--- src/rtl/core/mm4_pkg.sv ---
// Shared constants and interface structs for the 4x4 fixed-point matrix multiplier.
// Used by every module of the core; depends on nothing.
package mm4_pkg;

  localparam int DIM       = 4;
  localparam int FRAC_BITS = 16;
  localparam int ELEM_W    = 32;
  localparam int PROD_W    = 2 * ELEM_W;
  localparam int CELLS     = DIM * DIM;
  localparam int CELL_W    = $clog2(CELLS);
  localparam int IDX_W     = $clog2(DIM);
  localparam int LOAD_W    = $clog2(2 * CELLS);
  localparam int ACC_W     = PROD_W + $clog2(DIM);
  localparam int OUT_IDX_W = 2;
  localparam int OUT_DEPTH = 4;
  localparam int OUT_PTR_W = $clog2(OUT_DEPTH);
  localparam int OUT_CNT_W = $clog2(OUT_DEPTH + 1);

  typedef struct packed {
    logic                     en;
    logic                     right;
    logic                     bank;
    logic [CELL_W-1:0]        addr;
    logic signed [ELEM_W-1:0] data;
  } store_wr_t;

  typedef struct packed {
    logic              bank;
    logic [CELL_W-1:0] left_cell;
    logic [CELL_W-1:0] right_cell;
  } store_rd_t;

endpackage

--- src/rtl/core/mm4_store.sv ---
// Two-bank storage for the left and right matrices, one write and one read port each.
// Read data is registered. Depends on mm4_pkg.
module mm4_store
  import mm4_pkg::*;
(
  input  logic                     clk,
  input  store_wr_t                wr,
  input  store_rd_t                rd,
  output logic signed [ELEM_W-1:0] left_q,
  output logic signed [ELEM_W-1:0] right_q
);

  logic signed [ELEM_W-1:0] left_mem  [2][CELLS];
  logic signed [ELEM_W-1:0] right_mem [2][CELLS];

  always_ff @(posedge clk) begin
    if (wr.en && !wr.right) begin
      left_mem[wr.bank][wr.addr] <= wr.data;
    end
    left_q <= left_mem[rd.bank][rd.left_cell];
  end

  always_ff @(posedge clk) begin
    if (wr.en && wr.right) begin
      right_mem[wr.bank][wr.addr] <= wr.data;
    end
    right_q <= right_mem[rd.bank][rd.right_cell];
  end

endmodule

--- config.mk ---
export PLATFORM = sky130hd
export DESIGN_NAME = mm4_store
export DESIGN_NICKNAME = d
export VERILOG_FILES = /design/src/rtl/core/mm4_pkg.sv /design/src/rtl/core/mm4_store.sv
export SDC_FILE = /design/constraint.sdc
export NUM_CORES = 2
export LEC_CHECK = 0
export BUFFER_PORTS_ARGS = -buffer_cell sky130_fd_sc_hd__buf_2
export CORE_ASPECT_RATIO = 1.25
export CORE_UTILIZATION = 35
export DETAILED_ROUTE_END_ITERATION = 10
export GPL_ROUTABILITY_DRIVEN = 0
export PLACE_DENSITY = 0.48
export SYNTH_ARGS = -nofsm -noshare
export SYNTH_HDL_FRONTEND = slang
export SYNTH_SLANG_ARGS = --single-unit
--- constraint.sdc ---
create_clock -name clk -period 3.3 [get_ports clk]
set_input_delay 0.495 -clock clk [delete_from_list [all_inputs] [get_ports clk]]
set_output_delay 0.495 -clock clk [all_outputs]
set_load 0.005 [all_outputs]
==> results by group <==
Outcome
  • Status: finished, final reports clean

Finish
  • Register area: 62800 µm²
  • Fin util: 41.0%
  • Post-route cell area: 94500 µm²
  • Share of cells above drive strength 1: 14.5%
  • Commonest non-fill, non-tap cell in the layout: edfxtp_1
  • Layout net count: 4902
  • Fillcell total: 20800
  • Most frequent cells in the layout: edfxtp_1 (2048), mux2i_1 (1024), clkbuf_16 (219), nand2_1 (203), nand3_1 (198)
  • Synthesis-to-finish area growth: 16.6%
  • Multi-input gate area: 17200 µm²

Setup path
  • Critical path arrival: 2.93 ns
  • Reg2Reg Setup Slack: 1.42 ns
  • Cell Chain, Critical Path: buf_8 -> buf_12 -> buf_4 -> mux2i_1 -> a22oi_1 -> a31oi_1 -> nand3_1
  • Critical Path RT: 3.99 ns
  • R2R cell count: 6
  • CP startpoint: rd[0]
  • R2R Path Start: right_mem[1][466]$_DFFE_PP_
  • Critical Path Sink Type: flip-flop
  • Worst Setup EP: right_q[18]$_DFF_P_
  • Crit start category: input pin
  • Crit-path slowest cell: a31oi_1
  • Crit-path max cell delay: 0.72 ns
  • Crit-path max FO: 41
  • Setup Crit Path Kind: in2reg
  • Reg2reg end: right_q[18]$_DFF_P_

Yosys
  • Syn avg cell area: 17.9 µm²
  • Syn Nets: 4572
  • Multiplexer share of the synthesized area: 12.7%
  • Largest family of logic cells by synthesized area: multiplexers
  • Synth Area in XOR/XNOR: 0%
  • Warnings from Yosys: 0
  • Post-synthesis sequential area ratio: 77.5%
  • Syn Inst Count: 4523
  • Post-Syn Area: 81000 µm²
  • Register bit total from synthesis: 2112
  • Synth Area in Compound Gates: 4.84%
  • Adder-cell share of the synthesized area: 0%
  • Synth cell types: 24
  • Post-Synth Simple-Gate Area: 3.04%

STA
  • Final setup vio count: 0
  • Clock skew: 0.0522 ns
  • Final hold vios: 0
  • Hold slack final: 0.0999 ns
  • Pin slew with the least headroom to its limit: 1.06 ns
  • Highest clock rate: 0.447 GHz
  • Final Max Slew Viols: 0
  • RSZ-0062 raised after global routing: false
  • Final worst-path cycle share: 67.8%
  • Tmin final: 2.24 ns
  • Rel. slew slack: 29.3%
  • Setup TNS: 0 ns

Routing
  • 1st-iter DRT viols: 3065
  • WL final: 222000 µm
  • Post-DR wirelength/cell: 27.3 µm
  • Via-to-Cell Ratio: 5.13
  • DRC: 0
  • Vias post-DR: 41700
  • Pre-antenna DRT Iters: 8
  • Final ANT Viol Nets: 0

Clock tree
  • Num Clock Sinks: 2112
  • CTS tree: done
  • # resized after CTS: 0
  • Clock Pin Slew Worst Setup and Hold Paths: 0.06 ns
  • Total CTS buffers: 215
  • Max Root-Sink Buffers: 3
  • H-tree lvl count: 4
  • Root Driver: clkbuf_16
  • Skew-Pair Late Insertion Delay: 0.87 ns

Global route
  • GRT overflow: 0
  • Largest net degree at the start of global routing: 81
  • Met1 Use GR: 23.6%
  • Met2 usage: 33.7%
  • Vias in the first global route: 42700
  • First-pass GRT wire length: 316000 µm
  • GR Util met3: 2.27%
  • Initial antenna violation count: 18
  • Grt peak-use layer: met2
  • Overall Global Routing Usage: 18.8%

Min path
  • Hold crit path type: in2reg

Power and ir drop
  • Worst vdd ir: 488 µV
  • P_leak: 32.5 nW
  • PD cells: 597 nW/µm²
  • Tot Pwr: 0.0564 W

Floorplanning
  • Top Ports: 113
  • CORE AREA: 230000 µm²
  • Initial core utilization: 35.2%
  • Row Count: 197
  • DIE HEIGHT: 540 µm
  • Die ar.: 233000 µm²
  • Die X: 432 µm

Placement
  • Dpl cell area: 87600 µm²
  • Hpwl dp: 130000 µm
  • Input/output buffers: 112

Flow run
  • Number of max-cap violations: 0
final cells by class:
class | count | share of cell area, %
Sequential cell | 2112 | 66.5
Multi-Input combinational cell | 2154 | 18.2
Clock buffer | 313 | 6.38
Tap cell | 3084 | 4.08
Timing Repair Buffer | 370 | 4.05
Clock inverter | 81 | 0.803
Antenna cell | 13 | 0.0344
through the flow:
stage,cells,worst slack (ns)
final,8127,1.06
after global routing,8116,1.00
after CTS,8114,0.985
after detailed placement,7719,0.0470
after global placement,7719,0.0844
after floorplan,4523,0.267
logic make-up (layout without fill, tap and decap cells):
kind of cell,count (synthesis),in the layout
compound gates,576,576
simple gates,554,554
mux,1024,1024
flops,2112,2112
buf+inv,257,764
other cells,0,13
timing repair:
| item | CTS | global route |
|---|---|---|
| setup endpoints to repair | 0 | 0 |
| setup buffers | 0 | 0 |
| hold endpoints to repair | 4 | 0 |
| hold buffers | 1 | 0 |
worst min path at each step:
| stage | end | depth (start not counted) | from |
|---|---|---|---|
| 3_3_place_gp | right_q[21]$_DFF_P_ | 4 | right_mem[0][117]$_DFFE_PP_ |
| 6_report | right_mem[1][80]$_DFFE_PP_ | 2 | wr[16] |
| 5_1_grt | right_mem[0][16]$_DFFE_PP_ | 2 | wr[16] |
| 3_5_place_dp | right_q[27]$_DFF_P_ | 4 | right_mem[0][123]$_DFFE_PP_ |
| 2_1_floorplan | left_q[10]$_DFF_P_ | 4 | left_mem[0][234]$_DFFE_PP_ |
| 4_1_cts | right_mem[1][80]$_DFFE_PP_ | 2 | wr[16] |
Yosys cell counts:
library cell	count	share of area, %
a21oi_1	192	1.2
a22o_1	128	1.4
a22oi_1	192	1.8
a31oi_1	64	0.49
and2_1	2	0.015
buf_1	9	0.042
buf_2	87	0.54
buf_4	56	0.52
buf_6	38	0.53
clkbuf_1	62	0.29
clkbuf_4	5	0.046
dfxtp_1	64	1.6
edfxtp_1	2048	76
mux2i_1	1024	13
nand2_1	203	0.94
nand2b_1	4	0.031
nand3_1	199	1.2
nand3b_1	2	0.019
nand4_1	1	0.0077
nor2_1	68	0.32
nor2b_1	8	0.062
nor3_1	64	0.40
or2_1	2	0.015
or3b_1	1	0.011
power by group:
part | switching (W) | internal [W]
logic | 0.00200 | 0.00100
clock network | 0.0102 | 0.0134
registers | 0.000153 | 0.0297
total | 0.0123 | 0.0441
flip-flops by register name, indices dropped and copies added, names as in the netlist:
| name | cells |
|---|---|
| left_mem | 1024 |
| right_mem | 1024 |
| left_q | 32 |
| right_q | 32 |
worst max-delay path: cells and delay by family:
family,cells,cell delay (ns)
buffers and inverters,3,1.09
AO/OA/AOI/OAI,2,0.83
multiplexers,1,0.28
AND/OR/NAND/NOR,1,0.18
per-layer routing:
layer | routed length [µm] | share of wire, %
met5 | 0 | 0
met3 | 7810 | 3.5
met1 | 92000 | 41
met4 | 6500 | 2.9
met2 | 116000 | 52
(Power assumes the default switching activity.)
