--- config.mk ---
export PLATFORM = sky130hd
export DESIGN_NAME = mm4_back
export DESIGN_NICKNAME = d
export VERILOG_FILES = /design/src/rtl/core/mm4_pkg.sv /design/src/rtl/core/mm4_back.sv
export SDC_FILE = /design/constraint.sdc
export NUM_CORES = 2
export LEC_CHECK = 0
export BUFFER_PORTS_ARGS = -buffer_cell sky130_fd_sc_hd__buf_2
export CORE_MARGIN = 2
export CORE_UTILIZATION = 60
export DETAILED_ROUTE_END_ITERATION = 10
export PLACE_DENSITY = 0.8
export SKIP_CTS_REPAIR_TIMING = 1
export SLEW_MARGIN = 20
export SYNTH_ARGS = -nofsm -noshare
export SYNTH_HDL_FRONTEND = slang
export SYNTH_SLANG_ARGS = --single-unit
--- constraint.sdc ---
create_clock -name clk -period 8.9 [get_ports clk]
set_clock_uncertainty 0.2 [all_clocks]
set_input_delay 0.89 -clock clk [delete_from_list [all_inputs] [get_ports clk]]
set_output_delay 0.89 -clock clk [all_outputs]
set_load 0.01 [all_outputs]
--- src/rtl/core/mm4_pkg.sv ---
// Shared constants and interface structs for the 4x4 fixed-point matrix multiplier.
// Used by every module of the core; depends on nothing.
package mm4_pkg;

  localparam int DIM       = 4;
  localparam int FRAC_BITS = 16;
  localparam int ELEM_W    = 32;
  localparam int PROD_W    = 2 * ELEM_W;
  localparam int CELLS     = DIM * DIM;
  localparam int CELL_W    = $clog2(CELLS);
  localparam int IDX_W     = $clog2(DIM);
  localparam int LOAD_W    = $clog2(2 * CELLS);
  localparam int ACC_W     = PROD_W + $clog2(DIM);
  localparam int OUT_IDX_W = 2;
  localparam int OUT_DEPTH = 4;
  localparam int OUT_PTR_W = $clog2(OUT_DEPTH);
  localparam int OUT_CNT_W = $clog2(OUT_DEPTH + 1);

  typedef struct packed {
    logic                     en;
    logic                     right;
    logic                     bank;
    logic [CELL_W-1:0]        addr;
    logic signed [ELEM_W-1:0] data;
  } store_wr_t;

  typedef struct packed {
    logic              bank;
    logic [CELL_W-1:0] left_cell;
    logic [CELL_W-1:0] right_cell;
  } store_rd_t;

endpackage

--- src/rtl/core/mm4_back.sv ---
// Compute side: one shared multiplier and accumulator walk row, column and term,
// then shift, saturate and buffer each product element. Depends on mm4_pkg.
module mm4_back
  import mm4_pkg::*;
(
  input  logic                     clk,
  input  logic                     rst,
  input  logic                     q_valid,
  input  logic                     q_bank,
  output logic                     q_pop,
  output store_rd_t                rd,
  input  logic signed [ELEM_W-1:0] left_q,
  input  logic signed [ELEM_W-1:0] right_q,
  output logic                     m_axis_tvalid,
  input  logic                     m_axis_tready,
  output logic [ELEM_W-1:0]        m_axis_tdata,
  output logic                     m_axis_tlast,
  output logic [4:0]               m_axis_tuser
);

  typedef struct packed {
    logic             valid;
    logic             first;
    logic             last;
    logic             run_last;
    logic [IDX_W-1:0] row;
    logic [IDX_W-1:0] col;
  } mac_tag_t;

  typedef struct packed {
    logic signed [ELEM_W-1:0] value;
    logic [OUT_IDX_W-1:0]     row;
    logic [OUT_IDX_W-1:0]     col;
    logic                     sat;
    logic                     last;
  } result_t;

  logic [IDX_W-1:0]        row;
  logic [IDX_W-1:0]        col;
  logic [IDX_W-1:0]        term;
  logic [OUT_CNT_W-1:0]    reserved;
  logic [OUT_CNT_W-1:0]    reserved_next;
  logic                    issue;
  logic                    term_last;
  logic                    col_last;
  logic                    row_last;
  logic                    run_end;
  logic                    out_pop;
  mac_tag_t                tag0;
  mac_tag_t                tag1;
  mac_tag_t                tag2;
  logic signed [PROD_W-1:0] prod;
  logic signed [ACC_W-1:0] acc;
  logic signed [ACC_W-1:0] shifted;
  logic [ACC_W-ELEM_W:0]   upper;
  logic                    fits;
  logic                    done_valid;
  logic [IDX_W-1:0]        done_row;
  logic [IDX_W-1:0]        done_col;
  logic                    done_last;
  result_t                 result;
  result_t                 fifo_mem [OUT_DEPTH];
  logic [OUT_PTR_W-1:0]    fifo_wr_ptr;
  logic [OUT_PTR_W-1:0]    fifo_rd_ptr;
  logic [OUT_CNT_W-1:0]    fifo_count;
  logic [OUT_CNT_W-1:0]    fifo_count_next;

  // A new element starts only when a slot in the result buffer is reserved for it.
  assign term_last = term == IDX_W'(DIM - 1);
  assign col_last  = col == IDX_W'(DIM - 1);
  assign row_last  = row == IDX_W'(DIM - 1);
  assign run_end   = term_last && col_last && row_last;
  assign issue     = q_valid && (term != '0 || reserved < OUT_CNT_W'(OUT_DEPTH));
  assign q_pop     = issue && run_end;
  assign out_pop   = m_axis_tvalid && m_axis_tready;

  always_comb begin
    rd.bank       = q_bank;
    rd.left_cell  = CELL_W'(row * DIM + term);
    rd.right_cell = CELL_W'(term * DIM + col);
    tag0.valid    = issue;
    tag0.first    = term == '0;
    tag0.last     = term_last;
    tag0.run_last = run_end;
    tag0.row      = row;
    tag0.col      = col;
  end

  always_comb begin
    unique case ({issue && term == '0, out_pop})
      2'b10:   reserved_next = reserved + 1'b1;
      2'b01:   reserved_next = reserved - 1'b1;
      default: reserved_next = reserved;
    endcase
    unique case ({done_valid, out_pop})
      2'b10:   fifo_count_next = fifo_count + 1'b1;
      2'b01:   fifo_count_next = fifo_count - 1'b1;
      default: fifo_count_next = fifo_count;
    endcase
  end

  always_ff @(posedge clk) begin
    if (rst) begin
      row      <= '0;
      col      <= '0;
      term     <= '0;
      reserved <= '0;
    end else begin
      reserved <= reserved_next;
      if (issue) begin
        term <= term_last ? '0 : term + 1'b1;
        if (term_last) begin
          col <= col_last ? '0 : col + 1'b1;
          if (col_last) begin
            row <= row_last ? '0 : row + 1'b1;
          end
        end
      end
    end
  end

  always_ff @(posedge clk) begin
    if (rst) begin
      tag1       <= '0;
      tag2       <= '0;
      done_valid <= 1'b0;
    end else begin
      tag1       <= tag0;
      tag2       <= tag1;
      done_valid <= tag2.valid && tag2.last;
    end
  end

  always_ff @(posedge clk) begin
    prod <= left_q * right_q;
    if (tag2.valid) begin
      acc <= tag2.first ? ACC_W'(prod) : acc + ACC_W'(prod);
    end
    done_row  <= tag2.row;
    done_col  <= tag2.col;
    done_last <= tag2.run_last;
  end

  // The shift floors; the sum fits when the result's sign bit and all bits above it agree.
  always_comb begin
    shifted = acc >>> FRAC_BITS;
    upper   = shifted[ACC_W-1:ELEM_W-1];
    fits    = (&upper) || !(|upper);
    if (fits) begin
      result.value = shifted[ELEM_W-1:0];
    end else if (shifted[ACC_W-1]) begin
      result.value = {1'b1, {(ELEM_W - 1){1'b0}}};
    end else begin
      result.value = {1'b0, {(ELEM_W - 1){1'b1}}};
    end
    result.row  = OUT_IDX_W'(done_row);
    result.col  = OUT_IDX_W'(done_col);
    result.sat  = !fits;
    result.last = done_last;
  end

  always_ff @(posedge clk) begin
    if (done_valid) begin
      fifo_mem[fifo_wr_ptr] <= result;
    end
  end

  always_ff @(posedge clk) begin
    if (rst) begin
      fifo_wr_ptr <= '0;
      fifo_rd_ptr <= '0;
      fifo_count  <= '0;
    end else begin
      if (done_valid) begin
        fifo_wr_ptr <= fifo_wr_ptr + 1'b1;
      end
      if (out_pop) begin
        fifo_rd_ptr <= fifo_rd_ptr + 1'b1;
      end
      fifo_count <= fifo_count_next;
    end
  end

  assign m_axis_tvalid = fifo_count != '0;
  assign m_axis_tdata  = fifo_mem[fifo_rd_ptr].value;
  assign m_axis_tlast  = fifo_mem[fifo_rd_ptr].last;
  assign m_axis_tuser  = {fifo_mem[fifo_rd_ptr].sat, fifo_mem[fifo_rd_ptr].col,
                          fifo_mem[fifo_rd_ptr].row};

endmodule

==> results_tabular.tex <==
\begin{tabular}{lr}
\hline
Metric & Value \\
\hline
\multicolumn{2}{l}{\textbf{Placement}} \\
\quad Port Buffers & 115 \\
\quad Weighted congestion reported at the end of routability-driven placement & between 0.9 and 1 \\
\quad DPL Wire Length & 102000 um \\
\multicolumn{2}{l}{\textbf{Synth}} \\
\quad Post-Syn Area & between 50000 and 60000 sq um \\
\quad Syn Inst Count & $\sim$5100 \\
\quad Cell variety after synth & 74 \\
\quad Count of flip-flops with a built-in enable after synthesis & 218 \\
\quad Avg Inst Size Synth & a little over 10 sq um \\
\quad Share of the synthesized area in the top cell type & 0.425 \\
\quad Proportion of synthesized chip area in sequential cells & 0.169 \\
\quad Leading cell types by total area after synthesis & sky130\_fd\_sc\_hd\_\_fa\_1 42\%, sky130\_fd\_sc\_hd\_\_edfxtp\_1 13\%, sky130\_fd\_sc\_hd\_\_inv\_1 7.3\% \\
\quad Ys flop type & sky130\_fd\_sc\_hd\_\_edfxtp\_1 \\
\quad Most frequently used cell type in the post-synthesis netlist & sky130\_fd\_sc\_hd\_\_fa\_1 \\
\quad Yosys top cell by area & sky130\_fd\_sc\_hd\_\_fa\_1 \\
\quad Number of flip-flops and latches in the synthesized netlist & between 300 and 400 \\
\quad Most frequent cells after synthesis & 1085 x sky130\_fd\_sc\_hd\_\_fa\_1, 1000 x sky130\_fd\_sc\_hd\_\_inv\_1, 640 x sky130\_fd\_sc\_hd\_\_nand2\_1 \\
\quad Syn Nets & roughly 6500 \\
\quad Async S/R FF share, synth & 0 \\
\quad Number of synthesis warnings & 0 \\
\multicolumn{2}{l}{\textbf{STA}} \\
\quad Final number of setup-violating endpoints & 0 \\
\quad Accumulated negative setup slack & 0 ps \\
\quad Slew margin rel. & 0.321 \\
\quad Final worst path period need & 8360 ps \\
\quad Unrepaired setup endpoints after global routing & false \\
\quad Maximum operating frequency & 120 MHz \\
\quad Number of hold violations in the final report & 0 \\
\quad Final clock period utilization by the worst path & 0.940 \\
\quad Transition time of the tightest slew-check pin & 1020 ps \\
\quad Max Transition Viols Final & 0 \\
\multicolumn{2}{l}{\textbf{Final layout}} \\
\quad FILL cells & between 6000 and 7000 \\
\quad Area taken by multi-input logic gates & 37800 sq um \\
\quad Synthesis-to-finish area growth & 5.27\% \\
\quad Area taken by flip-flops and latches & about 8600 sq um \\
\quad Net total in the final layout & about 6500 \\
\quad Share of final-layout standard cells stronger than drive strength 1 & 0.0652 \\
\multicolumn{2}{l}{\textbf{GRT}} \\
\quad Maximum number of pins on one net before global-route repair & 75 \\
\quad Remaining global-route overflow & 0 \\
\quad Global router's overall resource usage & 0.298 \\
\quad Vias in the first global route & 38400 \\
\quad Antenna violations before repair & 6 \\
\quad First-pass GRT wire length & 204000 um \\
\multicolumn{2}{l}{\textbf{Setup path}} \\
\quad Startpoint of the most critical setup path & right\_q[17] \\
\quad Buffers \& Inverters on Critical Path & 4 \\
\quad Master of the slowest instance on the critical path & sky130\_fd\_sc\_hd\_\_fa\_1 \\
\quad R2r startpoint & acc[28] \\
\quad Category of the worst setup path capture point & flip-flop \\
\quad CP Max Fanout & 32 \\
\quad Arrival time of data at the critical path endpoint & about 8600 ps \\
\quad Type of element launching the critical path & input port \\
\quad Endpoint required time on the critical path & approximately 9000 ps \\
\quad Critical path type & input port to flip-flop \\
\quad Number of logic stages on the critical path including buffering & 24 \\
\quad Cell occurring most often along the worst timing path & sky130\_fd\_sc\_hd\_\_fa\_1 \\
\quad Crit-path leading delay family & adder cells \\
\quad Worst R2R Path Depth & 10 \\
\quad Stage delay of the slowest cell on the critical path & 660 ps \\
\quad Critical Path, Cell by Cell & buf\_2 > nand2\_1 > fa\_1 > fa\_1 > inv\_1 > fa\_1 > fa\_1 > fa\_1 > fa\_1 > fa\_1 > inv\_1 > fa\_1 > inv\_1 > ha\_1 > nand2\_1 > nor2\_1 > nand4\_1 > or3\_1 > o21ai\_1 > a41oi\_1 > nand4b\_1 > o31ai\_1 > a21oi\_1 > xnor2\_1 \\
\multicolumn{2}{l}{\textbf{Clocking}} \\
\quad CTS H-tree lvls & 1 \\
\quad Number of clock buffers inserted by TritonCTS & 28 \\
\quad TritonCTS clock tree & done \\
\quad Skew-Pair Late Insertion Delay & $\sim$550 ps \\
\quad Clock net sink count & 322 \\
\quad Clock slew seen by the registers of the worst setup and hold paths & around 60 ps \\
\quad Maximum number of buffers from clock root to sink & 3 \\
\quad Root Buffer & sky130\_fd\_sc\_hd\_\_clkbuf\_16 \\
\multicolumn{2}{l}{\textbf{Route}} \\
\quad Residual DRC count & 0 \\
\quad Number of DRC markers in iteration 0 & between 2000 and 2500 \\
\quad Routed vias & approximately 35000 \\
\quad Routed Wire Length & $\sim$130000 um \\
\quad Final ANT Viol Nets & 0 \\
\quad Vias/cell & about 5.7 \\
\quad Routed length per placed instance & just over 20 um \\
\quad Pre-Repair DR Iteration Count & 5 \\
\multicolumn{2}{l}{\textbf{Min path}} \\
\quad Min-Delay Path Depth & 0 \\
\quad Startpoint of the worst hold path & tag2[3] \\
\quad Hold Path Class & flip-flop to flip-flop \\
\multicolumn{2}{l}{\textbf{Die}} \\
\quad Initial standard-cell utilization of the core & 0.603 \\
\quad Die Height & 296 um \\
\quad Die outline area & between 80000 and 90000 sq um \\
\quad Number of placed I/O pins & 118 \\
\quad Placeable core region & between 80000 and 90000 sq um \\
\quad Row cnt & 107 \\
\quad Die outline width & 296 um \\
\multicolumn{2}{l}{\textbf{Run status}} \\
\quad Result of the run & finished, final reports clean \\
\multicolumn{2}{l}{\textbf{Flow run}} \\
\quad Max Cap Viol & 0 \\
\hline
\end{tabular}
-- cell type report --
type                       count  share of cell area
sequential                   322               0.160
clock buffer                  34              0.0146
clock inverter                18             0.00321
tap                         1144              0.0266
multi-input combinational   3497               0.701
antenna                        2           0.0000929
inverter                    1000              0.0697
timing repair buffer         209              0.0243
-- cell families (layout without fill, tap and decap cells) --
| logic type | Yosys count | after routing | synth area share |
|---|---|---|---|
| and+or+nand+nor | 1451 | 1451 | 0.142 |
| adders and majority gates | 1344 | 1344 | 0.488 |
| buffers and inverters | 1266 | 1261 | 0.0935 |
| AOI/OAI and AO/OA | 517 | 517 | 0.0660 |
| DFF | 322 | 322 | 0.169 |
| xor gates and xnor gates | 141 | 141 | 0.0241 |
| muxes | 44 | 44 | 0.0180 |
| other | 0 | 2 | 0 |
-- final timing paths --
check	to	slack [ps]
worst max-delay path	prod[60]	540
worst min-delay path	done_row[1]	130
worst max register to register	acc[60]	5030
worst min register to register	done_row[1]	130
-- per-layer routing --
metal | global-route usage | vias to the layer above | part of all wire
met3 | 0.0799 | 224 | 0.11
met5 | 0 | - | 0.00010
met4 | 0.0804 | 2 | 0.027
met2 | 0.461 | 1713 | 0.45
li1 | - | 15500 | -
met1 | 0.420 | 17900 | 0.41
-- cells in the final DEF (no fill, tap or decap), types with 100 or more instances in the layout --
cell and n:
sky130_fd_sc_hd__edfxtp_1 218, sky130_fd_sc_hd__a21o_1 100, sky130_fd_sc_hd__inv_1 1000, sky130_fd_sc_hd__buf_2 115, sky130_fd_sc_hd__a21oi_1 138, sky130_fd_sc_hd__and2_1 528
sky130_fd_sc_hd__dfxtp_1 101, sky130_fd_sc_hd__nand2_1 640, sky130_fd_sc_hd__o21ai_0 124, sky130_fd_sc_hd__fa_1 1085, sky130_fd_sc_hd__ha_1 259
-- state kept, by name, summed over array words and instances (netlist names), named ones only --
signal,count
done_row,2
reserved,3
prod,64
fifo_wr_ptr,2
acc,66
done_valid,1
done_col,2
tag2,8
done_last,1
fifo_count,3
term,2
col,2
tag1,8
fifo_rd_ptr,2
row,2
fifo_mem,152
-- through the flow --
stage | std cells | utilization | setup WS (ps) | cell area (sq um) | hold WS [ps]
floorplan | 5085 | - | 508 | 51200 | 110
CTS | 6224 | 0.634 | 645 | 53800 | 134
global placement | 6172 | 0.623 | 99.7 | 52900 | 112
detailed placement | 6172 | 0.623 | 80.8 | 52900 | 118
global route | 6226 | 0.634 | 271 | 53900 | 141
finish | 6226 | 0.634 | 536 | 53900 | 132
Power is left out: the tool's default activity adds up to more than one toggle a clock period on the data nets, which glitch-free logic cannot reach.
