===== src/rtl/core/mm4_pkg.sv =====
// Shared constants and interface structs for the 4x4 fixed-point matrix multiplier.
// Used by every module of the core; depends on nothing.
package mm4_pkg;

  localparam int DIM       = 4;
  localparam int FRAC_BITS = 16;
  localparam int ELEM_W    = 32;
  localparam int PROD_W    = 2 * ELEM_W;
  localparam int CELLS     = DIM * DIM;
  localparam int CELL_W    = $clog2(CELLS);
  localparam int IDX_W     = $clog2(DIM);
  localparam int LOAD_W    = $clog2(2 * CELLS);
  localparam int ACC_W     = PROD_W + $clog2(DIM);
  localparam int OUT_IDX_W = 2;
  localparam int OUT_DEPTH = 4;
  localparam int OUT_PTR_W = $clog2(OUT_DEPTH);
  localparam int OUT_CNT_W = $clog2(OUT_DEPTH + 1);

  typedef struct packed {
    logic                     en;
    logic                     right;
    logic                     bank;
    logic [CELL_W-1:0]        addr;
    logic signed [ELEM_W-1:0] data;
  } store_wr_t;

  typedef struct packed {
    logic              bank;
    logic [CELL_W-1:0] left_cell;
    logic [CELL_W-1:0] right_cell;
  } store_rd_t;

endpackage


===== src/rtl/core/mm4_queue.sv =====
// Two-entry job queue carrying the bank number of each fully loaded matrix pair.
// Sits between the load side and the compute side. Depends on mm4_pkg.
module mm4_queue
  import mm4_pkg::*;
(
  input  logic clk,
  input  logic rst,
  input  logic push,
  input  logic push_bank,
  output logic full,
  input  logic pop,
  output logic valid,
  output logic head_bank
);

  logic       slot [2];
  logic       wr_ptr;
  logic       rd_ptr;
  logic [1:0] count;
  logic [1:0] count_next;

  assign valid     = count != 2'd0;
  assign full      = count == 2'd2;
  assign head_bank = slot[rd_ptr];

  always_comb begin
    unique case ({push, pop})
      2'b10:   count_next = count + 2'd1;
      2'b01:   count_next = count - 2'd1;
      default: count_next = count;
    endcase
  end

  always_ff @(posedge clk) begin
    if (push) begin
      slot[wr_ptr] <= push_bank;
    end
  end

  always_ff @(posedge clk) begin
    if (rst) begin
      wr_ptr <= 1'b0;
      rd_ptr <= 1'b0;
      count  <= 2'd0;
    end else begin
      if (push) begin
        wr_ptr <= ~wr_ptr;
      end
      if (pop) begin
        rd_ptr <= ~rd_ptr;
      end
      count <= count_next;
    end
  end

endmodule


===== config.mk =====
export PLATFORM = sky130hd
export DESIGN_NAME = mm4_queue
export DESIGN_NICKNAME = d
export VERILOG_FILES = /design/src/rtl/core/mm4_pkg.sv /design/src/rtl/core/mm4_queue.sv
export SDC_FILE = /design/constraint.sdc
export NUM_CORES = 1
export LEC_CHECK = 0
export BUFFER_PORTS_ARGS = -buffer_cell sky130_fd_sc_hd__buf_4
export CORE_AREA = 2 2 39 41
export CTS_BUF_LIST = sky130_fd_sc_hd__clkbuf_4
export DETAILED_ROUTE_END_ITERATION = 16
export DIE_AREA = 0 0 41 43
export GPL_TIMING_DRIVEN = 0
export PLACE_DENSITY_LB_ADDON = 0.3
export RECOVER_POWER = 50
export SYNTH_ARGS = -nofsm -noshare
export SYNTH_HDL_FRONTEND = slang
export SYNTH_SLANG_ARGS = --single-unit

===== constraint.sdc =====
create_clock -name clk -period 2.1 [get_ports clk]
set_input_delay 0.105 -clock clk [delete_from_list [all_inputs] [get_ports clk]]
set_output_delay 0.105 -clock clk [all_outputs]
set_load 0.1 [all_outputs]

==> qor.yml, run 1 <==
timing:
  period_needed_ps: 1210
  whs_ps: 53.6
  clock-skew-final_ps: 2.71
  max_slew_margin_pct: 81.6
  min_period_over_period_pct: 57.9
  timing.fmax_mhz: 823
  hold_viol: 0
  fin_tns_setup_ps: 0
  setup_viol: 0
  worst_pin_slew_ps: 278
  rsz0062_at_grt: "no"
  slew_viol_final: 0
synth:
  syn_area_um2: 279
  ys_types: 14
  avgSynthCellArea_um2: 11.2
  yosysTopAreaCell: "dfxtp_1"
  ys_seq_area_share_pct: 57.4
  synth_cells: 25
  post-synth-top-area-fraction_pct: 35.9
  synth_nets: 31
  ys_ff_latch: 7
  yosysWarningCount: 0
  synthTopCellsByArea: "dfxtp_1, edfxtp_1, xnor2_1"
clock_network:
  cts_num_sinks: 7
  h-tree-depth: 1
  cts_resized: 0
  insertion_delay_ps: 240
  clockBufferDepth: 2
  cts-root-buf: "clkbuf_4"
  cts_buffers: 3
  cts.hold.buffers_added: 0
  clk_pin_slew_worst_paths_ps: 50
  post-cts-setup-buffers: 0
  cts_tree: "done"
route:
  firstDrtPassIters: 2
  ant_nets: 0
  first_iter_violations: 1
  via_count: 207
  drcViolationCount: 0
  wl_per_cell_um: 8.98
  totalWireLength_um: 467
  viasPerCell: 3.98
pwr:
  p_sw_share_pct: 34.0
  combinationalPowerShare_pct: 29.3
  cell_internal_pwr_w: 0.000275
  p_leak_nw: 0.163
  power_density_mw_per_mm2: 1100
  clockPowerShare_pct: 31.5
  switchingPower_w: 0.000142
  p_seq_share_pct: 39.2
  irDropWorstVdd_uv: 294
floorplanning:
  rows: 14
  pin_count: 8
  die_x_um: 41
  start_util_pct: 20.2
  die_y_um: 43
  dieArea_mm2: 0.00176
  core_mm2: 0.00138
cells_and_area:
  antenna_cells: 0
  layout-drive-gt1-share_pct: 36.1
  nFillCells: 150
  multi_input_area_um2: 115
  nNetsFinal: 43
  area_growth_pct: 35.4
  register_area_um2: 160
  utilization_pct: 27.3
worst_setup_path:
  cp.required_ps: 2000
  critPathLaunchType: "flop"
  arrival_ps: 1110
  end_kind: "primary output"
  path_max_fanout: 1
  crit_type: "reg -> out"
global_routing:
  antenna_found_initial: 0
  gr-total-overflow: 0
  grt_max_degree: 6
  track_usage_pct: 8.16
  grt_pass1_vias: 212
  grt_pass1_wl_um: 883
place:
  dpl.hpwl_um: 375
  port_buffers: 7
  place.gp.congestion: 0.606
job:
  drv_cap: 0
status:
  status: "completed"
worst_hold_path:
  hold_path_class: "in -> reg"
[area by class of cell]
cell class	instances	area share [%]
clock buffer	4	7.95
inverter	1	0.993
multi-input combinational	17	30.5
sequential	7	42.4
tap	16	5.30
timing repair buffer	7	12.9
[kinds of logic (layout without fill, tap and decap cells)]
kind of cell	after synthesis	count (layout)	share of synthesized area (%)
AND/OR/NAND/NOR	9	9	16.6
adder cells (fa/ha/maj)	1	1	4.48
XOR/XNOR	4	4	12.6
flip-flops	7	7	57.4
AO/OA/AOI/OAI	2	2	3.58
multiplexers	1	1	4.04
buffers and inverters	1	12	1.34
[metal layers]
metal	up-vias	wire (um)	track usage, %
li1	102	-	-
met1	97	208	9.09
met2	8	208	10.0
met3	0	50	3.14
met4	0	0	10.0
met5	-	0	0
[power groups by stage]
stage | logic (W) | clock network (W) | registers, W
finish | 0.000122 | 0.000131 | 0.000163
global route | 0.000131 | 0.000148 | 0.000166
CTS | 0.000124 | 0.000139 | 0.000164
detailed placement | 0.000124 | 0 | 0.000166
global placement | 0.000122 | 0 | 0.000164
floorplan | 0.0000991 | 0 | 0.000163
[worst max-delay path, cell delays in order, from the launching register on]
cell     delay, ps
dfxtp_1        310
mux2_2         320
buf_4          230
[synthesized netlist by cell type (all sizes together)]
master / instances
nor2: 5
xnor2: 3
ha: 1
xor2: 1
dfxtp: 5
o21ai: 1
and2: 1
or2: 1
mux2: 1
edfxtp: 2
a21oi: 1
or3: 1
and2b: 1
inv: 1
[placed cells by master, fill, tap and decap left out]
| cell type | n |
|---|---|
| a21oi_1 | 1 |
| clkbuf_1 | 1 |
| or2_2 | 1 |
| dfxtp_1 | 5 |
| edfxtp_1 | 2 |
| nor2_1 | 5 |
| clkbuf_4 | 4 |
| and2b_2 | 1 |
| and2_1 | 1 |
| xnor2_1 | 3 |
| or3_1 | 1 |
| ha_1 | 1 |
| xor2_1 | 1 |
| mux2_2 | 1 |
| inv_1 | 1 |
| buf_4 | 6 |
| o21ai_0 | 1 |
[worst paths after layout]
path,start,endpoint,slack [ps],depth (start not counted)
worst max-delay path,flop,head_bank,890,2
worst min-delay path,rst,count[1]$_SDFFE_PP0P_,50,2
worst max register to register,count[0]$_SDFFE_PP0P_,count[1]$_SDFFE_PP0P_,1090,3
worst min register to register,count[1]$_SDFFE_PP0P_,count[1]$_SDFFE_PP0P_,500,2
[per-stage QoR]
stage	setup WS (ps)	cell area, um^2	power (W)	std cells
2_1_floorplan	1120	279	0.000262	25
3_3_place_gp	988	352	0.000286	48
3_5_place_dp	954	352	0.000290	48
4_1_cts	870	382	0.000427	52
5_1_grt	821	378	0.000445	52
6_report	885	378	0.000417	52
Note: power is estimated with default switching activity, not from simulation.
==> run 2: changes to the inputs <==
Settings changed: ABC_AREA from default to 1.
Clock period 2.1 ns to 1.2 ns, I/O delays scaled along.
==> qor.yml, run 2 <==
pwr:
  clockPowerShare_pct: 32.1
  power_density_mw_per_mm2: 1620
  cell_internal_pwr_w: 0.000487
  combinationalPowerShare_pct: 29.2
  p_leak_nw: 0.216
  finalPower_w: 0.000725
  switchingPower_w: 0.000238
  p_sw_share_pct: 32.8
  irDropWorstVdd_uv: 526
  p_seq_share_pct: 38.7
synth:
  synth.most_common_cell: "nor2_1"
  ys_ff_latch: 7
  synth_cells: 36
  yosysTopAreaCell: "dfxtp_1"
  ys_seq_area_share_pct: 54.0
  ys_types: 12
  syn_area_um2: 297
  yosysWarningCount: 0
  synth_ff_type: "dfxtp_1"
  avgSynthCellArea_um2: 8.24
  synth_edf_count: 2
  ys_async_sr_fraction_pct: 0
  synth_common_cells: "nor2_1, inv_1, nand2_1"
  synthTopCellsByArea: "dfxtp_1, edfxtp_1, nor2_1"
  synth_nets: 42
  post-synth-top-area-fraction_pct: 33.8
worst_setup_path:
  arrival_ps: 1060
  path_max_fanout: 1
  crit_type: "reg -> out"
  reg2reg_slack_ps: 420
  critPathLaunchType: "flop"
  cp.required_ps: 1140
  end_kind: "primary output"
route:
  wl_per_cell_um: 8.15
  first_iter_violations: 2
  ant_nets: 0
  drcViolationCount: 0
  firstDrtPassIters: 2
  via_count: 252
  viasPerCell: 3.88
  totalWireLength_um: 530
timing:
  min_period_over_period_pct: 93.2
  worst_slack_ps: 81.8
  worst_pin_slew_ps: 278
  timing.fmax_mhz: 894
  hold_viol: 0
  setup_viol: 0
  max_slew_margin_pct: 81.6
  clock-skew-final_ps: 0.230
  period_needed_ps: 1120
  rsz0062_at_grt: "no"
  slew_viol_final: 0
  fin_tns_setup_ps: 0
global_routing:
  grt.busiest_layer: "met2"
  grt_pass1_vias: 233
  track_usage_pct: 7.65
  gr-usage-met3_pct: 8.38
  gr-usage-met2_pct: 10.9
  grt_pass1_wl_um: 855
  gr-total-overflow: 0
  antenna_found_initial: 0
  use_met1_pct: 7.14
  grt_max_degree: 5
cells_and_area:
  nFillCells: 157
  nNetsFinal: 56
  layout-drive-gt1-share_pct: 26.5
  utilization_pct: 32.4
  final_cell_mix: "nor2_1, inv_1, nand2_1"
  antenna_cells: 0
  layout_commonest_cell: "nor2_1"
  area_growth_pct: 51.1
clock_network:
  clk_pin_slew_worst_paths_ps: 50
  cts_num_sinks: 7
  insertion_delay_ps: 250
  post-cts-setup-buffers: 0
  cts-root-buf: "clkbuf_4"
  cts_buffers: 3
  h-tree-depth: 1
  cts_tree: "done"
  clockBufferDepth: 2
place:
  place.gp.congestion: 0.681
  dpl.hpwl_um: 406
  port_buffers: 7
  place_ws_ps: 269
floorplanning:
  die_x_um: 41
  die_y_um: 43
  start_util_pct: 21.4
  core_mm2: 0.00138
  pin_count: 8
  dieArea_mm2: 0.00176
  rows: 14
job:
  drv_cap: 0
worst_hold_path:
  hold_path_class: "in -> reg"
status:
  status: "completed"
-- run 2: changes by cell type in the layout (fill, tap and decap cells not counted), sizes merged, moves of 2 or more --
cell	previous run	this run
dlygate4sd3	0	2
nor2	5	9
nand2	0	6
inv	1	7
xnor2	3	1
-- run 2: worst paths after layout --
| kind | start | end | depth (start not counted) |
|---|---|---|---|
| max | slot[0]$_DFFE_PP_ | head_bank | 2 |
| min | pop | rd_ptr$_SDFFE_PP0P_ | 3 |
| max reg2reg | count[0]$_SDFFE_PP0P_ | count[1]$_SDFFE_PP0P_ | 5 |
| min reg2reg | wr_ptr$_SDFFE_PP0P_ | wr_ptr$_SDFFE_PP0P_ | 2 |
-- run 2: critical path: stages (launching register included) --
cell and delay [ps]:
edfxtp_1 350, mux2_4 290, buf_12 170
-- run 2: cells by family (layout without fill, tap and decap cells) --
kind of cell | Yosys count | after routing | synth area share (%)
xor+xnor | 1 | 1 | 2.95
buf+inv | 7 | 20 | 8.86
compound gates | 2 | 2 | 3.37
flops | 7 | 7 | 54.0
fa+ha+maj | 1 | 1 | 4.22
simple gates | 17 | 17 | 22.8
mux | 1 | 1 | 3.80
-- run 2: repair_timing --
item / 4_1_cts / 5_1_grt
hold buffers: 1 / 1
hold endpoints to repair: 2 / 2
resized for setup: 0 / 7
setup endpoints to repair: 0 / 2
-- run 2: final cells by class --
| type | count | area (um^2) | area share, % |
|---|---|---|---|
| multi-input cells | 22 | 121 | 27.1 |
| well taps | 16 | 20.0 | 4.47 |
| clock buffers | 4 | 30.0 | 6.70 |
| inverters | 7 | 26.3 | 5.87 |
| repair buffers | 9 | 88.8 | 19.8 |
| flip-flops and latches | 7 | 161 | 36.0 |
-- run 2: power by group through the flow --
stage / clock network, W / logic [W] / registers [W]
finish: 0.000233 / 0.000211 / 0.000281
floorplan: 0 / 0.000147 / 0.000281
global placement: 0 / 0.000185 / 0.000283
CTS: 0.000243 / 0.000189 / 0.000279
detailed placement: 0 / 0.000186 / 0.000284
global route: 0.000266 / 0.000226 / 0.000283
-- run 2: metal layers --
layer  vias up  part of all wire (%)  wire length [um]
li1        135                     -                 -
met1       109                    43               229
met2         8                    44               234
met3         0                    13                67
met4         0                     0                 0
met5         -                     0                 0
-- run 2: per-stage QoR --
step	area [um^2]	hold slack (ps)	instances
global route	448	95.3	65
finish	448	82.0	65
detailed placement	377	252	59
global placement	377	253	59
floorplan	304	132	36
CTS	417	1.16	64
==> run 3: changes to the inputs <==
Settings changed: CELL_PAD_IN_SITES_DETAIL_PLACEMENT from default to 1, CELL_PAD_IN_SITES_GLOBAL_PLACEMENT from default to 2.
Clock period 1.2 ns to 1.1 ns, I/O delays scaled along.
==> qor.yml, run 3 (synthesis results as in run 2) <==
floorplanning:
  die_x_um: 41
  die_y_um: 43
  rows: 14
  start_util_pct: 21.4
  core_mm2: 0.00138
  pin_count: 8
  dieArea_mm2: 0.00176
global_routing:
  grt_pass1_vias: 253
  track_usage_pct: 8.28
  antenna_found_initial: 0
  grt_pass1_wl_um: 924
  grt_max_degree: 5
  gr-total-overflow: 0
cells_and_area:
  final_cell_mix: "nor2_1, inv_1, nand2_1, clkbuf_4, dfxtp_1"
  nNetsFinal: 56
  layout-drive-gt1-share_pct: 30.6
  register_area_um2: 164
  multi_input_area_um2: 124
  final_cells: 65
  area_growth_pct: 59.9
  layout_commonest_cell: "nor2_1"
  antenna_cells: 0
  nFillCells: 169
clock_network:
  clk_pin_slew_worst_paths_ps: 50
  insertion_delay_ps: 250
  cts-root-buf: "clkbuf_4"
  h-tree-depth: 1
  cts_tree: "done"
  cts_buffers: 3
  clockBufferDepth: 2
  cts_num_sinks: 7
timing:
  min_period_over_period_pct: 101
  worst_slack_ps: -13.3
  max_slew_margin_pct: 88.1
  slew_viol_final: 0
  period_needed_ps: 1110
  clock-skew-final_ps: 0.622
  setup_viol: 1
  worst_pin_slew_ps: 177
  whs_ps: 72.2
  hold_viol: 0
  timing.fmax_mhz: 898
  rsz0062_at_grt: "yes"
place:
  port_buffers: 7
  place_ws_ps: 149
  placed_cells: 59
  place.gp.congestion: 0.762
  dpl.hpwl_um: 466
route:
  via_count: 261
  drcViolationCount: 0
  viasPerCell: 4.02
  wl_per_cell_um: 8.52
  totalWireLength_um: 554
  ant_nets: 0
  firstDrtPassIters: 1
  first_iter_violations: 0
pwr:
  cell_internal_pwr_w: 0.000551
  irDropWorstVdd_uv: 687
  p_sw_share_pct: 32.6
  combinationalPowerShare_pct: 31.4
  power_density_mw_per_mm2: 1720
  switchingPower_w: 0.000266
  clockPowerShare_pct: 31.2
  p_seq_share_pct: 37.4
  p_leak_nw: 0.225
worst_setup_path:
  crit_type: "reg -> out"
  path_max_fanout: 1
  critPathLaunchType: "flop"
  end_kind: "primary output"
  arrival_ps: 1060
  cp.required_ps: 1040
status:
  status: "complete, but fails checks"
  failed_checks: "setup timing"
worst_hold_path:
  hold_path_class: "in -> reg"
job:
  drv_cap: 0
run 3: changes by cell type in the layout (fill, tap and decap cells not counted), sizes merged:
cell and delta:
buf +1, clkbuf -1
run 3: final timing paths:
path / from / end / slack, ps / cells after the start
hold reg to reg: rd_ptr$_SDFFE_PP0P_ / rd_ptr$_SDFFE_PP0P_ / 510 / 2
setup / recovery: flop / head_bank / -10 / 2
hold / removal: pop / rd_ptr$_SDFFE_PP0P_ / 70 / 3
setup reg to reg: count[0]$_SDFFE_PP0P_ / count[1]$_SDFFE_PP0P_ / 280 / 5
run 3: power by group through the flow:
| stage | combinational, W | clock, W | sequential (W) |
|---|---|---|---|
| 3_3_place_gp | 0.000204 | 0 | 0.000308 |
| 5_1_grt | 0.000272 | 0.000281 | 0.000308 |
| 4_1_cts | 0.000243 | 0.000267 | 0.000306 |
| 6_report | 0.000256 | 0.000255 | 0.000306 |
| 2_1_floorplan | 0.000163 | 0 | 0.000306 |
| 3_5_place_dp | 0.000209 | 0 | 0.000309 |
run 3: what timing repair did:
item	CTS	global route
hold endpoints to repair	5	0
resized for setup	8	4
endpoints found under the setup margin	3	3
buffers inserted	0	0
hold buffers	2	0
run 3: area by class of cell:
type / count / area share (%)
Sequential cell: 7 / 34.6
Multi-Input combinational cell: 22 / 26.1
Timing Repair Buffer: 9 / 23.2
Clock buffer: 4 / 6.33
Inverter: 7 / 5.54
Tap cell: 16 / 4.22
run 3: critical path, cell delays in order, from the launching register on:
cell     delay, ps
dfxtp_1        330
mux2_4         310
buf_12         170
run 3: metrics by stage:
step	util, %	power, W	cell area (um^2)	TNS, ps
6_report	34.3	0.000817	474	-13.3
5_1_grt	34.3	0.000861	474	-55.9
4_1_cts	33.1	0.000816	458	-28.4
3_5_place_dp	27.4	0.000518	379	0
3_3_place_gp	27.4	0.000512	379	0
2_1_floorplan	-	0.000470	307	0
run 3: metal layers:
| layer | vias to the layer above | share of wire, % | track usage (%) |
|---|---|---|---|
| met3 | 0 | 8.8 | 6.28 |
| met1 | 119 | 39 | 8.85 |
| met5 | - | 0 | 0 |
| met4 | 0 | 0 | 4.00 |
| met2 | 7 | 52 | 11.6 |
| li1 | 135 | - | - |
