File: config.mk
export PLATFORM = sky130hd
export DESIGN_NAME = mm4_front
export DESIGN_NICKNAME = d
export VERILOG_FILES = /design/src/rtl/core/mm4_pkg.sv /design/src/rtl/core/mm4_front.sv
export SDC_FILE = /design/constraint.sdc
export NUM_CORES = 1
export LEC_CHECK = 0
export BUFFER_PORTS_ARGS = -buffer_cell sky130_fd_sc_hd__buf_2
export CAP_MARGIN = 10
export CORE_UTILIZATION = 34
export DETAILED_ROUTE_END_ITERATION = 10
export HOLD_SLACK_MARGIN = 0.15
export PLACE_DENSITY = 0.89
export SLEW_MARGIN = 5
export SYNTH_ARGS = -nofsm -noshare
export SYNTH_HDL_FRONTEND = slang
export SYNTH_SLANG_ARGS = --single-unit
File: constraint.sdc
create_clock -name clk -period 2.6 [get_ports clk]
set_input_delay 0.78 -clock clk [delete_from_list [all_inputs] [get_ports clk]]
set_output_delay 0.78 -clock clk [all_outputs]
set_load 0.005 [all_outputs]
File: src/rtl/core/mm4_pkg.sv
// Shared constants and interface structs for the 4x4 fixed-point matrix multiplier.
// Used by every module of the core; depends on nothing.
package mm4_pkg;

  localparam int DIM       = 4;
  localparam int FRAC_BITS = 16;
  localparam int ELEM_W    = 32;
  localparam int PROD_W    = 2 * ELEM_W;
  localparam int CELLS     = DIM * DIM;
  localparam int CELL_W    = $clog2(CELLS);
  localparam int IDX_W     = $clog2(DIM);
  localparam int LOAD_W    = $clog2(2 * CELLS);
  localparam int ACC_W     = PROD_W + $clog2(DIM);
  localparam int OUT_IDX_W = 2;
  localparam int OUT_DEPTH = 4;
  localparam int OUT_PTR_W = $clog2(OUT_DEPTH);
  localparam int OUT_CNT_W = $clog2(OUT_DEPTH + 1);

  typedef struct packed {
    logic                     en;
    logic                     right;
    logic                     bank;
    logic [CELL_W-1:0]        addr;
    logic signed [ELEM_W-1:0] data;
  } store_wr_t;

  typedef struct packed {
    logic              bank;
    logic [CELL_W-1:0] left_cell;
    logic [CELL_W-1:0] right_cell;
  } store_rd_t;

endpackage

File: src/rtl/core/mm4_front.sv
// Load side: counts incoming elements and writes them into the current bank.
// Hands a finished bank to the job queue. Depends on mm4_pkg.
module mm4_front
  import mm4_pkg::*;
(
  input  logic              clk,
  input  logic              rst,
  input  logic              s_axis_tvalid,
  output logic              s_axis_tready,
  input  logic [ELEM_W-1:0] s_axis_tdata,
  input  logic              q_full,
  output logic              q_push,
  output logic              q_bank,
  output store_wr_t         wr
);

  logic [LOAD_W-1:0] load_count;
  logic              bank;
  logic              accept;
  logic              last_load;
  logic              is_right;

  assign s_axis_tready = !q_full;
  assign accept        = s_axis_tvalid && s_axis_tready;
  assign last_load     = load_count == LOAD_W'(2 * CELLS - 1);
  assign is_right      = load_count >= LOAD_W'(CELLS);
  assign q_push        = accept && last_load;
  assign q_bank        = bank;

  always_comb begin
    wr.en    = accept;
    wr.right = is_right;
    wr.bank  = bank;
    wr.addr  = is_right ? CELL_W'(load_count - LOAD_W'(CELLS)) : CELL_W'(load_count);
    wr.data  = s_axis_tdata;
  end

  always_ff @(posedge clk) begin
    if (rst) begin
      load_count <= '0;
      bank       <= 1'b0;
    end else if (accept) begin
      if (last_load) begin
        load_count <= '0;
        bank       <= ~bank;
      end else begin
        load_count <= load_count + 1'b1;
      end
    end
  end

endmodule

==> flow_summary_export.csv, run 1 <==
group,metric,value,unit
clock_network,clk_pin_slew,0.05,ns
routing,first_pass_iters,2,
status,status,"completed",
grt,first_global_vias,286,
timing,grt_setup_unrepaired,"no",
finish,final_util,0.250,
logic_synthesis,yosysTopAreaCellShare,0.472,
min_path,hold_path_depth,2,
routing,drtIter0Drc,1,
worst_setup_path,worstPathRequired,1.82,ns
timing,skew,0.00377,ns
logic_synthesis,yosys_register_bits,6,
power_and_ir_drop,p_leak,0.216,nW
logic_synthesis,synth_commonest_cells,"buf_4, dfxtp_1, a21oi_1",
clock_network,cts_tree,"done",
routing,viasPerCell,4.31,
routing,vias,336,
power_and_ir_drop,p_sw,47.9,uW
logic_synthesis,synth_area_leaders,"buf_4, dfxtp_1, ha_1",
worst_setup_path,cp.buffers_inverters,2,
worst_setup_path,crit_chain,"ha_1 > and3_1 > ha_1 > nand3b_1 > inv_1 > buf_2",
logic_synthesis,synth-seq-area-share,0.194,
logic_synthesis,netlist_area,621,um2
grt,gr-total-overflow,0,
power_and_ir_drop,pwr-share-comb,0.080,
logic_synthesis,synth_nets,117,
finish,area.growth.synth_to_final,-30.4,%
timing,fin_ws,0.228,ns
clock_network,clock_latency,0.25,ns
place,port_buffers,13,
timing,finalCritPeriodShare,0.912,
worst_setup_path,path_depth,6,
logic_synthesis,ys.flop_type,"dfxtp_1",
power_and_ir_drop,power_frac_clock,0.443,
power_and_ir_drop,seqPwrFrac,0.477,
clock_network,clkSinkCount,6,
place,routabilityCongestion,0.769,
routing,wl_met2,373,um
finish,fillers,205,
floorplanning,dieArea,2000,um2
logic_synthesis,postSynthCellCount,78,
worst_setup_path,worstReg2RegStart,"load_count[0]$_SDFFE_PP0P_",
logic_synthesis,synth_top_area_cell,"buf_4",
worst_setup_path,slowest_delay,0.41,ns
floorplanning,num_rows,15,
power_and_ir_drop,p_per_area,467,nW/um2
logic_synthesis,async_flop_share,0,
routing,drt_wl_total,838,um
floorplanning,die_y,44.7,um
clock_network,ctsResizeCount,0,
timing,setup_tns,0,ns
routing,drc,0,
floorplanning,start_util,0.359,
place,place_ws,0.487,ns
logic_synthesis,yosys_warnings,0,
worst_setup_path,worstPathMaxFanout,7,
timing,hold_viol,0,
power_and_ir_drop,swShare,0.238,
clock_network,cts-root-buf,"clkbuf_4",
routing,antenna_left,0,
timing,fmax,422,MHz
timing,period_needed,2.37,ns
power_and_ir_drop,power.internal,154,uW
worst_setup_path,reg2reg_slack,0.86,ns
grt,grt.total_usage,0.0926,
finish,nNetsFinal,94,
min_path,min_path_type,"reg -> reg",
grt,grt_pass1_wl,1.19,mm
worst_setup_path,rr_worst_depth,5,
timing,slew_violations,0,
worst_setup_path,start_kind,"register",
worst_setup_path,crit_family,"adder cells",
floorplanning,ios,78,
logic_synthesis,synth-edff-count,0,
finish,drive_above_1_share,0.340,
timing,slew_headroom,0.865,
worst_setup_path,r2r_end,"load_count[2]$_SDFFE_PP0P_",
flow_run,cap_violations,0,
clock_network,cts_made_buffers,3,
place,dp_hpwl,626,um
worst_setup_path,arrival,1.59,ns
routing,routed.top_layer,"met4",
finish,antenna_cells,0,
power_and_ir_drop,power,202,uW
clock_network,clock_path_buffers,2,
timing,setup_violations,0,
routing,wl_met3,138,um
logic_synthesis,synth_cell_types,20,
worst_setup_path,crit_path_end_kind,"primary output",
min_path,hold_start,"load_count[4]$_SDFFE_PP0P_",
grt,antenna_found_initial,0,
timing,worst_slew_pin_slew,0.202,ns
floorplanning,coreArea,1730,um2
clock_network,cts_hold_buffers,0,
power_and_ir_drop,ir_drop,0.178,mV
logic_synthesis,synth.most_common_cell,"buf_4",
clock_network,postCtsSetupBuffers,0,
logic_synthesis,syn_area_per_cell,7.96,um2
routing,avgRoutedWirePerCell,10.7,um
worst_setup_path,cp_slowest_cell,"dfxtp_1",
grt,grt_max_degree,10,
clock_network,h-tree-depth,1,
routing,drt-met1-wl,294,um
floorplanning,dieWidth,44.7,um
worst_setup_path,crit_top_cell,"ha_1",
min_path,min_to,"load_count[4]$_SDFFE_PP0P_",
worst_setup_path,critical_path_class,"reg -> out",
==> final cells by class <==
class | instances | area (um2) | area share
sequential | 6 | 120 | 0.278
timing repair buffer | 13 | 65.1 | 0.151
inverter | 5 | 18.8 | 0.0435
multi-input combinational | 26 | 174 | 0.403
tap | 25 | 31.3 | 0.0725
clock buffer | 3 | 22.5 | 0.0522
==> metal layers <==
metal  vias to the layer above  GRT usage
met5                         -          0
met3                         8     0.0760
li1                        159          -
met4                         0      0.121
met1                       148     0.0636
met2                        21      0.135
==> how the worst max path moves through the flow <==
stage / endpoint / from / slack, ns
after floorplan: wr[38] / q_full / 0.66
after global placement: q_push / load_count[0]$_SDFFE_PP0P_ / 0.54
after detailed placement: q_push / load_count[0]$_SDFFE_PP0P_ / 0.49
after CTS: q_push / load_count[0]$_SDFFE_PP0P_ / 0.21
after global routing: q_push / load_count[0]$_SDFFE_PP0P_ / 0.08
final: q_push / load_count[0]$_SDFFE_PP0P_ / 0.23
==> registers in the layout, summed over array words and instances, names as in the netlist <==
| signal | flops |
|---|---|
| load_count | 5 |
| q_bank | 1 |
==> per-stage QoR <==
step	std cells	hold WS [ns]	cell area, um2
global placement	75	0.467	409
CTS	78	0.475	432
detailed placement	75	0.468	409
finish	78	0.472	432
floorplan	78	0.446	621
global route	78	0.512	432
==> kinds of logic after synthesis <==
logic type                 share of synthesized area
adders and majority gates                     0.0605
DFF                                            0.194
buffers and inverters                          0.526
xor gates and xnor gates                      0.0141
AOI/OAI and AO/OA                             0.0665
and+or+nand+nor                                0.139
==> power by group through the flow <==
stage	combinational [mW]	sequential, mW	clock, mW
2_1_floorplan	0.0525	0.0974	0
5_1_grt	0.0178	0.0963	0.0994
3_3_place_gp	0.0162	0.0976	0
6_report	0.0162	0.0961	0.0893
4_1_cts	0.0165	0.0960	0.0942
3_5_place_dp	0.0165	0.0978	0
==> cell usage in the layout, fill, tap and decap left out <==
master    count
ha_1          3
xor2_1        1
or4b_1        1
or3_1         1
buf_2        13
inv_2         1
inv_1         4
a31oi_1       1
clkbuf_4      3
or4_1         1
and3_1        1
o21ai_1       2
nor2_1        2
dfxtp_1       6
nand3b_1      2
nand2b_4      1
a21oi_1       5
nand2_1       4
nand3_1       1
==> worst min-delay path, cell delays in order, from the launching register on <==
cell,delay [ns]
dfxtp_1,0.32
nand2_1,0.05
a21oi_1,0.05
Note: power is estimated with default switching activity, not from simulation.
==> run 2: changes to the inputs <==
RECOVER_POWER = 100   (was unset)
==> run 2 against run 1 <==
Effect of this change:
- utilization shrank 0.80 points
- combinational power shrank 12%
- total power shrank 1.0%
- critical endpoint unchanged
- final cell count is the same
- clock-buffer cell count is the same
==> flow_summary_export.csv, run 2 (synthesis gave the netlist of run 1 again) <==
group,metric,value,unit
status,status,"completed",
timing,skew,0.00373,ns
timing,period_needed,2.38,ns
grt,grt.total_usage,0.0926,
grt,gr-total-overflow,0,
clock_network,h-tree-depth,1,
floorplanning,dieArea,2000,um2
clock_network,cts_tree,"done",
finish,final_common_cell,"buf_2",
worst_setup_path,start_kind,"register",
finish,largest_reg_flops,5,
clock_network,clock_path_buffers,2,
worst_setup_path,worstPathRequired,1.82,ns
timing,setup_tns,0,ns
floorplanning,die_y,44.7,um
floorplanning,coreArea,1730,um2
place,routabilityCongestion,0.769,
place,port_buffers,13,
power_and_ir_drop,p_per_area,478,nW/um2
timing,setup_violations,0,
floorplanning,num_rows,15,
worst_setup_path,crit_path_end_kind,"primary output",
place,dp_hpwl,626,um
clock_network,ctsResizeCount,0,
worst_setup_path,arrival,1.60,ns
routing,drtIter0Drc,1,
timing,fin_ws,0.225,ns
worst_setup_path,critical_path_class,"reg -> out",
routing,vias,338,
place,post-place-cells,75,
clock_network,cts-root-buf,"clkbuf_4",
floorplanning,dieWidth,44.7,um
routing,viasPerCell,4.33,
worst_setup_path,worstPathMaxFanout,7,
timing,fmax,421,MHz
flow_run,cap_violations,0,
grt,grt_pass1_wl,1.19,mm
timing,worst_slew_pin_slew,0.306,ns
clock_network,clkSinkCount,6,
routing,avgRoutedWirePerCell,10.7,um
grt,first_global_vias,286,
finish,instances_no_fill,78,
finish,final_util,0.242,
finish,largest-register,"load_count",
clock_network,clk_pin_slew,0.05,ns
power_and_ir_drop,ir_drop,0.177,mV
finish,area.growth.synth_to_final,-32.7,%
floorplanning,start_util,0.359,
routing,first_pass_iters,4,
clock_network,postCtsSetupBuffers,0,
clock_network,clock_latency,0.25,ns
place,place_ws,0.487,ns
routing,drc,0,
timing,slew_headroom,0.796,
min_path,min_path_type,"reg -> reg",
finish,nNetsFinal,94,
finish,final_cell_mix,"buf_2, dfxtp_1, a21oi_1, clkbuf_1",
finish,antenna_cells,0,
clock_network,cts_made_buffers,3,
routing,antenna_left,0,
routing,drt_wl_total,836,um
power_and_ir_drop,p_leak,0.190,nW
timing,hold_viol,0,
grt,antenna_found_initial,0,
grt,grt_max_degree,10,
timing,grt_setup_unrepaired,"no",
floorplanning,ios,78,
timing,finalCritPeriodShare,0.914,
timing,slew_violations,0,
finish,drive_above_1_share,0.226,
clock_network,cts_hold_buffers,0,
run 2: cell types whose count changed in the layout (fill, tap and decap cells not counted):
cell	change
clkbuf_1	+5
nand2b_4	-1
nand2b_1	+1
buf_2	-5
run 2: cell type report:
class | count | area, um2
Inverter | 5 | 18.8
Clock buffer | 3 | 22.5
Fill cell | 211 | 1310
Timing Repair Buffer | 13 | 58.8
Multi-Input combinational cell | 26 | 166
Sequential cell | 6 | 120
Tap cell | 25 | 31.3
run 2: metrics by stage:
stage	hold slack [ns]	instance area [um2]	power [mW]
after floorplan	0.446	621	0.150
after global placement	0.467	409	0.114
after detailed placement	0.468	409	0.114
after CTS	0.475	432	0.207
after global routing	0.521	418	0.211
final	0.475	418	0.200
run 2: path summary, 6_finish.rpt:
path                                   start  depth (start not counted)  slack, ns                         end
hold reg to reg   load_count[4]$_SDFFE_PP0P_                          2       0.48  load_count[4]$_SDFFE_PP0P_
setup reg to reg  load_count[0]$_SDFFE_PP0P_                          5       0.86  load_count[2]$_SDFFE_PP0P_
setup / recovery  load_count[0]$_SDFFE_PP0P_                          6       0.22                      q_push
hold / removal    load_count[4]$_SDFFE_PP0P_                          2       0.48  load_count[4]$_SDFFE_PP0P_
run 2: power breakdown:
group	switching, mW	total (mW)	internal [mW]
sequential	0.00231	0.0962	0.0938
clock	0.0368	0.0892	0.0524
combinational	0.00826	0.0142	0.00592
total	0.0474	0.200	0.152
run 2: routing by layer:
| metal | GRT usage | routed length [um] | vias to the layer above |
|---|---|---|---|
| met3 | 0.0760 | 139 | 8 |
| li1 | - | - | 159 |
| met5 | 0 | 0 | - |
| met1 | 0.0636 | 287 | 150 |
| met4 | 0.121 | 32 | 0 |
| met2 | 0.135 | 377 | 21 |
run 2: worst max-delay path, stage by stage (launching register included):
cell and delay, ns:
dfxtp_1 0.42, ha_1 0.21, and3_1 0.16, ha_1 0.25
nand3b_1 0.14, inv_1 0.07, buf_2 0.10
==> run 3: changes to the inputs <==
CELL_PAD_IN_SITES_DETAIL_PLACEMENT = 1   (was unset)
CELL_PAD_IN_SITES_GLOBAL_PLACEMENT = 2   (was unset)
CORE_ASPECT_RATIO = 2   (was unset)
CORE_UTILIZATION = 15   (was 34)
REMOVE_ABC_BUFFERS = 1   (was unset)
==> run 3 against run 2 <==
Effect of this change:
- clock skew down 0.0036 ns
- non-clock buffer count stayed put
- global-route usage rose by 0.30 points
- critical path type unchanged
==> flow_summary_export.csv, run 3 (synthesis gave the netlist of run 1 again) <==
group,metric,value,unit
routing,drtIter0Drc,2,
power_and_ir_drop,p_per_area,536,nW/um2
routing,avgRoutedWirePerCell,20.0,um
timing,fin_worst_hold_slack,0.497,ns
grt,antenna_found_initial,0,
finish,final_common_cell,"clkbuf_1",
floorplanning,coreArea,3920,um2
timing,setup_violations,0,
timing,period_needed,2.41,ns
clock_network,clock_path_buffers,2,
timing,finalCritPeriodShare,0.928,
routing,drt-met1-wl,619,um
finish,drive_above_1_share,0.189,
finish,antenna_cells,0,
routing,drt_wl_total,2.08,mm
worst_setup_path,worstPathMaxFanout,7,
routing,wl_met3,542,um
grt,gr-total-overflow,0,
routing,wl_met2,873,um
power_and_ir_drop,power_frac_clock,0.554,
power_and_ir_drop,p_leak,0.189,nW
grt,grt_max_degree,10,
routing,viasPerCell,3.83,
clock_network,clk_pin_slew,0.03,ns
power_and_ir_drop,power.internal,200,uW
timing,worst_slew_pin_slew,0.324,ns
timing,setup_tns,0,ns
finish,largest-register,"load_count",
clock_network,h-tree-depth,1,
timing,grt_setup_unrepaired,"no",
power_and_ir_drop,seqPwrFrac,0.386,
clock_network,cts_made_buffers,3,
worst_setup_path,arrival,1.63,ns
worst_setup_path,worstReg2RegStart,"load_count[0]$_SDFFE_PP0P_",
timing,slew_violations,0,
routing,vias,398,
worst_setup_path,worstPathRequired,1.82,ns
floorplanning,num_rows,32,
routing,antenna_left,0,
min_path,hold_start,"load_count[4]$_SDFFE_PP0P_",
grt,first_global_vias,454,
finish,largest_reg_flops,5,
worst_setup_path,crit_path_end_kind,"primary output",
clock_network,cts-root-buf,"clkbuf_8",
clock_network,ctsResizeCount,0,
finish,nNetsFinal,94,
power_and_ir_drop,p_sw,50.8,uW
grt,grt_pass1_wl,2.73,mm
routing,drc,0,
power_and_ir_drop,ir_drop,0.219,mV
floorplanning,ios,78,
floorplanning,dieWidth,47.5,um
timing,fmax,414,MHz
timing,skew,0.000102,ns
clock_network,clkSinkCount,6,
power_and_ir_drop,pwr-share-comb,0.060,
floorplanning,die_y,93.0,um
place,routabilityCongestion,0.704,
place,dp_hpwl,1.80,mm
worst_setup_path,slowest_delay,0.43,ns
worst_setup_path,cp_slowest_cell,"dfxtp_1",
status,status,"completed",
power_and_ir_drop,swShare,0.203,
clock_network,cts_hold_buffers,0,
flow_run,cap_violations,0,
grt,grt.total_usage,0.0956,
clock_network,cts_tree,"done",
worst_setup_path,start_kind,"register",
min_path,min_path_type,"reg -> reg",
timing,hold_viol,0,
routing,first_pass_iters,4,
worst_setup_path,setup.worst_path.start,"load_count[0]$_SDFFE_PP0P_",
worst_setup_path,crit_chain,"ha_1 > and3_1 > ha_1 > nand3b_1 > inv_1 > buf_2",
worst_setup_path,crit_top_cell,"ha_1",
finish,area.growth.synth_to_final,-24.8,%
finish,final_cell_mix,"clkbuf_1, buf_2, dfxtp_1, a21oi_1",
finish,fillers,508,
clock_network,postCtsSetupBuffers,0,
place,port_buffers,13,
routing,routed.top_layer,"met4",
clock_network,clock_latency,0.22,ns
worst_setup_path,critical_path_class,"reg -> out",
timing,slew_headroom,0.784,
floorplanning,dieArea,4410,um2
floorplanning,start_util,0.158,
==> run 3: area by class of cell <==
| class | instances | area, um2 | area share |
|---|---|---|---|
| sequential | 6 | 120 | 0.257 |
| multi-input combinational | 26 | 166 | 0.357 |
| timing repair buffer | 13 | 56.3 | 0.121 |
| tap | 51 | 63.8 | 0.137 |
| clock buffer | 3 | 41.3 | 0.0885 |
| inverter | 5 | 18.8 | 0.0402 |
==> run 3: worst max-delay path, delay by kind of cell, from the launching register on <==
kind | cells | cell delay, ns
and+or+nand+nor | 2 | 0.31
buffers and inverters | 2 | 0.19
adders and majority gates | 2 | 0.49
DFF | 1 | 0.43
==> run 3: final timing paths <==
kind / end / slack, ns / cells after the start
max: q_push / 0.19 / 6
min: load_count[4]$_SDFFE_PP0P_ / 0.50 / 2
max reg2reg: load_count[2]$_SDFFE_PP0P_ / 0.79 / 5
min reg2reg: load_count[4]$_SDFFE_PP0P_ / 0.50 / 2
==> run 3: power groups by stage <==
| stage | clock network, mW | logic (mW) | registers [mW] |
|---|---|---|---|
| finish | 0.139 | 0.0149 | 0.0967 |
| global route | 0.144 | 0.0166 | 0.0970 |
| CTS | 0.141 | 0.0175 | 0.0967 |
| detailed placement | 0 | 0.0168 | 0.0980 |
| global placement | 0 | 0.0163 | 0.0976 |
| floorplan | 0 | 0.00745 | 0.0977 |
==> run 3: per-stage QoR <==
step / util / power [mW] / std cells / cell area (um2) / worst slack [ns]
final: 0.119 / 0.250 / 104 / 467 / 0.186
after detailed placement: 0.113 / 0.115 / 101 / 442 / 0.446
after global placement: 0.113 / 0.114 / 101 / 442 / 0.512
after global routing: 0.119 / 0.258 / 104 / 467 / 0.0519
after floorplan: - / 0.105 / 37 / 313 / 0.669
after CTS: 0.123 / 0.255 / 104 / 483 / 0.178
==> run 3: metal layers <==
layer  vias up  track usage
li1        159            -
met5         -            0
met1       189       0.0899
met4         0       0.0357
met3         5        0.103
met2        45        0.132
